--- config.mk ---
export PLATFORM = sky130hd
export DESIGN_NAME = yuvpfc_scale
export DESIGN_NICKNAME = d
export VERILOG_FILES = /design/src/sv/yuv_plane_format_converter_core_macros.svh /design/src/sv/yuvpfc_pkg.sv /design/src/sv/yuvpfc_scale.sv
export SDC_FILE = /design/constraint.sdc
export NUM_CORES = 1
export LEC_CHECK = 0
export ABC_CLOCK_PERIOD_IN_PS = 6970
export BUFFER_PORTS_ARGS = -buffer_cell sky130_fd_sc_hd__buf_2
export CORE_UTILIZATION = 45
export DETAILED_ROUTE_END_ITERATION = 8
export PLACE_DENSITY_LB_ADDON = 0.12
export SLEW_MARGIN = 5
export SYNTH_ARGS = -nofsm -noshare
export SYNTH_HDL_FRONTEND = slang
export SYNTH_SLANG_ARGS = --single-unit
--- constraint.sdc ---
create_clock -name vclk -period 6.97
set_input_delay 0.3485 -clock vclk [all_inputs]
set_output_delay 0.3485 -clock vclk [all_outputs]
set_load 0.01 [all_outputs]
--- src/sv/yuv_plane_format_converter_core_macros.svh ---
// Assertion macros used by the converter top level.
`ifndef YUV_PLANE_FORMAT_CONVERTER_CORE_MACROS_SVH
`define YUV_PLANE_FORMAT_CONVERTER_CORE_MACROS_SVH
`ifndef SYNTHESIS
// Same-cycle implication, checked at every rising clock edge outside reset.
`define YUVPFC_ASSERT_NOW(label, clock, rstn, ante, cons) \
	label: assert property (@(posedge clock) disable iff (!rstn) (ante) |-> (cons)) \
		else $error("yuvpfc assertion failed");
// Next-cycle implication, checked at every rising clock edge outside reset.
`define YUVPFC_ASSERT_NEXT(label, clock, rstn, ante, cons) \
	label: assert property (@(posedge clock) disable iff (!rstn) (ante) |=> (cons)) \
		else $error("yuvpfc assertion failed");
`else
`define YUVPFC_ASSERT_NOW(label, clock, rstn, ante, cons)
`define YUVPFC_ASSERT_NEXT(label, clock, rstn, ante, cons)
`endif
`endif

--- src/sv/yuvpfc_pkg.sv ---
// Shared types, codes and helper function of the plane format converter.
package yuvpfc_pkg;

	localparam int LINE_MAX_DEF   = 4096;
	localparam int PIXEL_BITS_DEF = 16;

	localparam int CFG_DATA_W  = 13;
	localparam int CFG_INDEX_W = 3;

	// Register indexes of the configuration port.
	localparam logic [CFG_INDEX_W-1:0] REG_PLANE_MODE     = 3'd0;
	localparam logic [CFG_INDEX_W-1:0] REG_WIDE_SAMPLES   = 3'd1;
	localparam logic [CFG_INDEX_W-1:0] REG_HORIZ_RATIO    = 3'd2;
	localparam logic [CFG_INDEX_W-1:0] REG_VERT_RATIO     = 3'd3;
	localparam logic [CFG_INDEX_W-1:0] REG_FILE_WIDTH     = 3'd4;
	localparam logic [CFG_INDEX_W-1:0] REG_FILE_BIT_DEPTH = 3'd5;
	localparam logic [CFG_INDEX_W-1:0] REG_DEPTH_SHIFT    = 3'd6;

	// Plane modes.
	localparam logic [1:0] MODE_CONVERT = 2'd0;
	localparam logic [1:0] MODE_FILL    = 2'd1;

	// Two-bit signed ratio codes.
	localparam logic [1:0] RATIO_KEEP_EVEN = 2'b01;
	localparam logic [1:0] RATIO_EXPAND    = 2'b11;

	// Input commands.
	localparam logic CMD_SAMPLE = 1'b0;
	localparam logic CMD_TICK   = 1'b1;

	// Scaling controls handed from the top level to the scaler.
	typedef struct packed {
		logic [4:0] depth;   // effective file bit depth, 1..16
		logic [4:0] shift;   // two's complement depth difference
	} scale_cfg_t;

	// File bit depth clamped to 1..16.
	function automatic logic [4:0] eff_depth(input logic [4:0] d);
		logic [4:0] r;
		r = d;
		if (d == 5'd0) begin
			r = 5'd1;
		end else if (d > 5'd16) begin
			r = 5'd16;
		end
		return r;
	endfunction

endpackage

--- src/sv/yuvpfc_scale.sv ---
// Depth scaler: pass-through at zero shift, left shift with truncation, or rounded right shift with clipping.
module yuvpfc_scale #(
	parameter int PIXEL_BITS = yuvpfc_pkg::PIXEL_BITS_DEF
) (
	input  yuvpfc_pkg::scale_cfg_t cfg,
	input  logic [15:0]            value,
	output logic [15:0]            pixel
);
	import yuvpfc_pkg::*;

	localparam logic [15:0] PMASK = 16'((32'd1 << PIXEL_BITS) - 32'd1);

	logic signed [4:0] sh;
	logic [4:0]        rs;
	logic [31:0]       shl;
	logic [16:0]       rsum;
	logic [16:0]       rres;
	logic signed [5:0] e;
	logic [15:0]       maxv;

	always_comb begin
		sh   = $signed(cfg.shift);
		rs   = 5'(5'd0 - cfg.shift);
		shl  = 32'(value) << cfg.shift[3:0];
		rsum = 17'(value) + (17'd1 << (rs - 5'd1));
		rres = rsum >> rs;
		e    = $signed({1'b0, cfg.depth}) + $signed({cfg.shift[4], cfg.shift});
		if (e <= 6'sd0) begin
			maxv = 16'd0;
		end else if (e >= $signed(6'(PIXEL_BITS))) begin
			maxv = PMASK;
		end else begin
			maxv = 16'((17'd1 << e[4:0]) - 17'd1);
		end
		if (sh > 5'sd0) begin
			pixel = shl[15:0] & PMASK;
		end else if (sh < 5'sd0) begin
			pixel = (rres > {1'b0, maxv}) ? maxv : rres[15:0];
		end else begin
			pixel = value;
		end
	end

endmodule

Word-level counts from Yosys, hierarchy flattened
Index checks and enable logic that the tools add are counted.
{ "word_totals": {"register_bits": 0, "latch_bits": 0, "ram_bits": 0, "rom_bits": 0, "inputBits": 26, "wordCells": 19, "mem_count": 0} }
{ "classes": {"n_addsub": 5, "n_mul": 0, "div_mod_pow": 0, "magnitude_cmp": 5, "n_eq_ne": 0, "shifts": 4, "muxes": 5, "bitwise_logic": 0, "reduce_logical": 0} }
{ "op_table": {"columns": ["cell", "n"], "rows": [
  ["2-to-1 mux 16 bit", 5],
  ["adder 16 x 17 -> 17 bit", 1],
  ["> comparator 17 x 16 -> 1 bit", 1],
  ["left shift 1 x 5 -> 17 bit, first input constant", 1],
  [">> shifter 17 x 5 -> 17 bit", 1],
  ["left shift 1 x 5 -> 16 bit, first input constant", 1],
  ["left shift 16 x 4 -> 16 bit", 1],
  ["subtractor 16 x 1 -> 16 bit, second input constant", 1],
  ["adder 6 x 5 -> 6 bit", 1],
  ["greater-or-equal comparator 6 bit, second input constant", 1],
  ["<= comparator 6 x 1 -> 1 bit, second input constant", 1],
  ["> comparator 5 x 1 -> 1 bit, second input constant", 1],
  ["< comparator 5 x 1 -> 1 bit, second input constant", 1],
  ["subtractor 1 x 5 -> 5 bit, first input constant", 1],
  ["subtractor 5 x 1 -> 5 bit, second input constant", 1]
]} }

Logic depth before layout (Yosys ltp)
{ "logic_depth": {"word_depth": 9, "mapped_depth": 36, "mapped_depth_nobuf": 31} }

Worst setup path after synthesis
Ideal clock, no wire load.
{ "synth_timing": {"path_kind": "input to output", "from": "input port cfg[1] (netlist name)", "to": "output port pixel[6]", "arrival_ns": 6.999, "path_slack_ns": -0.378, "cell_stages": 31, "path_buffers": 4, "cell_sequence": "clkbuf_1 inv_1 buf_1 ha_1 clkbuf_1 buf_1 nor2_1 a21oi_1 nor2_1 xnor2_1 nor3_1 ha_1 fa_1 a211oi_1 o21ai_1 a31oi_1 xor2_1 mux4_2 a21oi_1 o21ai_1 a311oi_1 ha_1 nor2b_1 o21ai_0 a21oi_1 o221ai_1 nor4b_1 o32a_1 nand2b_1 o221ai_1 a41o_1"} }
{ "synth_between": {"elab_chain_len": 9, "elab_cells_between_ends": 19, "classes_between": "5 x add/sub; 5 x order compare; 4 x shift; 5 x mux"} }
{ "synth_rtl": {"columns": ["element", "line", "source"], "rows": [
  ["start, declared", "yuvpfc_scale.sv:5", "input yuvpfc_pkg::scale_cfg_t cfg,"],
  ["subtractor 1 x 5 -> 5 bit / adder 6 x 5 -> 6 bit (equally long branches)", "yuvpfc_scale.sv:23, yuvpfc_scale.sv:27", null],
  ["subtractor 5 x 1 -> 5 bit / left shift 1 x 5 -> 16 bit (equally long branches)", "yuvpfc_scale.sv:25, yuvpfc_scale.sv:33", null],
  ["left shift 1 x 5 -> 17 bit / subtractor 16 x 1 -> 16 bit (equally long branches)", "yuvpfc_scale.sv:25, yuvpfc_scale.sv:33", null],
  ["adder 16 x 17 -> 17 bit / 2-to-1 mux 16 bit (equally long branches)", "yuvpfc_scale.sv:25, yuvpfc_scale.sv:30", null],
  [">> shifter 17 x 5 -> 17 bit / 2-to-1 mux 16 bit (equally long branches)", "yuvpfc_scale.sv:26, yuvpfc_scale.sv:28", null],
  ["> comparator 17 x 16 -> 1 bit", "yuvpfc_scale.sv:38", "pixel = (rres > {1'b0, maxv}) ? maxv : rres[15:0];"],
  ["2-to-1 mux 16 bit", "yuvpfc_scale.sv:38", null],
  ["2-to-1 mux 16 bit", "yuvpfc_scale.sv:37", "end else if (sh < 5'sd0) begin"],
  ["2-to-1 mux 16 bit (*)", "yuvpfc_scale.sv:35", "if (sh > 5'sd0) begin"],
  ["end, declared", "yuvpfc_scale.sv:7", "output logic [15:0] pixel"]
]} }
Mark *: on every way between the ends. The rest lies on a longest branch, timed or not.

Worst setup path in the final report
{ "layout_timing": {"from": "input port cfg[0] (netlist name)", "to": "output port pixel[7]"} }
Same word-level chain as after synthesis.

==> impl_results.md <==
- Fin. Hold Viols: 0
- Avg Vias per Cell: 6.42
- Die X: 97.4 um
- Min cycle time layout: 6.81 ns
- Synth warn: 0
- Slowest CP cell: or4_4
- Initial antenna violation count: 0
- Share of layout cells above drive strength 1: 31.5%
- I/O Buffers: 42
- Largest area contributor in the netlist: ha_1
- Finish-stage setup viols: 0
- Largest family of logic cells by synthesized area: compound AO/OA/AOI/OAI gates
- Core area: 8760 um^2
- Gr ovfl total: 0
- VDD IR-drop max: 0.0000498 V
- P_leak: 2.27 nW
- Final-report max-slew violation count: 0
- Die height: 97.4 um
- Fin nets: 754
- Ports: 42
- Compound-gate portion of the synthesized area: 34.0%
- Netlist cell types: 71
- Syn-to-layout area delta: 28.0%
- Vias in the first global route: 4390
- Drt first-iter violations: 384
- Post-Synth XOR/XNOR Area: 6.41%
- Detail Placement HPWL: 12400 um
- Total Wirelength: 15800 um
- PD cells: 105 nW/um^2
- Largest net degree at the start of global routing: 34
- Register area: 0 um^2
- Setup Slack @ Placement: -0.0582 ns
- Mapped Nets: 688
- Sequential element share of the synthesized area: 0%
- Synth area leaders: ha_1 (13%), a21oi_1 (6.3%), nor2_1 (5.9%)
- Commonest non-fill, non-tap cell in the layout: buf_4
- Via Count: 5058
- Routed WL per cell: 20.0 um
- CP arrival: 6.46 ns
- Final period util: 97.7%
- CP startpoint kind: primary input
- Die footprint: 9490 um^2
- Max_slew headroom: 27.2%
- Synth top area share: 13.4%
- Max_cap viols: 0
- Simple-Gate Fraction of Synth Area: 28.1%
- Synthesized area per cell: 6.65 um^2
- Fmax: 0.147 GHz
- Worst Max-Slew Pin Slew: 1.09 ns
- Final worst setup slack: 0.163 ns
- Clock buffer cells: 0
- Global-route wire length before repair: 23300 um
- Crit path max fanout: 6
- Required time of the critical path: 6.62 ns
- Starting Density: 46.8%
- Fin Setup TNS: 0 ns
- Max stage delay on crit path: 0.54 ns
- Commonest non-fill, non-tap cells in the layout: buf_4 (63), nand2_1 (62), nor2_1 (61), buf_2 (41), a21oi_1 (38)
- Antenna-violating nets left: 0
- Synthesized cell area: 4100 um^2
- Antenna cells: 0
- Fillers: 829
- Outcome: finished, final reports clean
- Post-synthesis mux area share: 10.7%
- Adder-cell share of the synthesized area: 14.4%
- Post-synthesis cell count: 616
- FP Rows: 34
- Worst hold path type: in -> out
- Placer Congestion: 0.950
- Total GRT Usage: 30.1%
- Drt drc: 0
- Crit Path Category: in -> out
- Worst setup EP type: output port
- FFs & Latches: 0
- Hold_ws: 1.21 ns
- First-pass DRT Iterations: 5
==> through the flow <==
stage / util [%] / power [mW] / instance area [um^2] / instances
2_1_floorplan: - / 0.327 / 4120 / 616
3_3_place_gp: 53.0 / 0.477 / 4650 / 774
3_5_place_dp: 53.0 / 0.476 / 4650 / 774
4_1_cts: 53.2 / 0.480 / 4660 / 774
5_1_grt: 59.9 / 0.596 / 5250 / 788
6_report: 59.9 / 0.552 / 5250 / 788
==> final cells by class <==
type / instances / area (um^2) / area share, %
Multi-Input combinational cell: 554 / 4340 / 82.7
Timing Repair Buffer: 105 / 689 / 13.1
Tap cell: 108 / 135 / 2.58
Inverter: 21 / 82.6 / 1.57
==> worst max-delay path, delay by kind of cell <==
kind                     cells  cell delay (ns)
adder cells (fa/ha/maj)      3             0.76
AO/OA/AOI/OAI               10             1.86
buffers and inverters        5             0.64
AND/OR/NAND/NOR             13             2.57
XOR/XNOR                     2             0.29
==> repair_timing <==
action	in CTS	in global routing
hold buffers	0	0
cloned	0	0
pin swaps	0	42
setup buffers	0	14
setup endpoints to repair	4	16
resized for setup	2	98
==> path summary, 6_finish.rpt <==
| check | slack, ns | startpoint | depth (start not counted) | to |
|---|---|---|---|---|
| hold / removal | 1.21 | value[0] | 4 | pixel[0] |
| setup / recovery | 0.16 | cfg[0] | 33 | pixel[7] |
==> kinds of logic (layout without fill, tap and decap cells) <==
group / count (synthesis) / count (layout)
AOI/OAI and AO/OA: 208 / 208
muxes: 32 / 32
buffers and inverters: 62 / 126
and+or+nand+nor: 238 / 238
xor gates and xnor gates: 30 / 30
adders and majority gates: 46 / 46
==> layer usage <==
| layer | routed length [um] | GRT usage [%] | up-vias |
|---|---|---|---|
| li1 | - | - | 2423 |
| met1 | 7090 | 45.3 | 2384 |
| met2 | 7190 | 46.4 | 224 |
| met3 | 1160 | 1.65 | 27 |
| met4 | 361 | 7.13 | 0 |
| met5 | 0 | 0 | - |
==> synthesized netlist by cell type, drive strengths merged, types with 17 or more instances <==
library cell / instances
and2: 22
ha: 44
nand3: 19
a21oi: 54
mux2i: 17
nor2: 64
inv: 19
nor3: 17
nand2: 63
xnor2: 24
clkbuf: 25
o21ai: 44
==> report_power, final <==
group / leakage, nW / internal, mW / switching, mW
Sequential: 0 / 0 / 0
Combinational: 2.27 / 0.234 / 0.318
Clock: 0 / 0 / 0
Total: 2.27 / 0.234 / 0.318
Note: power is estimated with default switching activity, not from simulation.
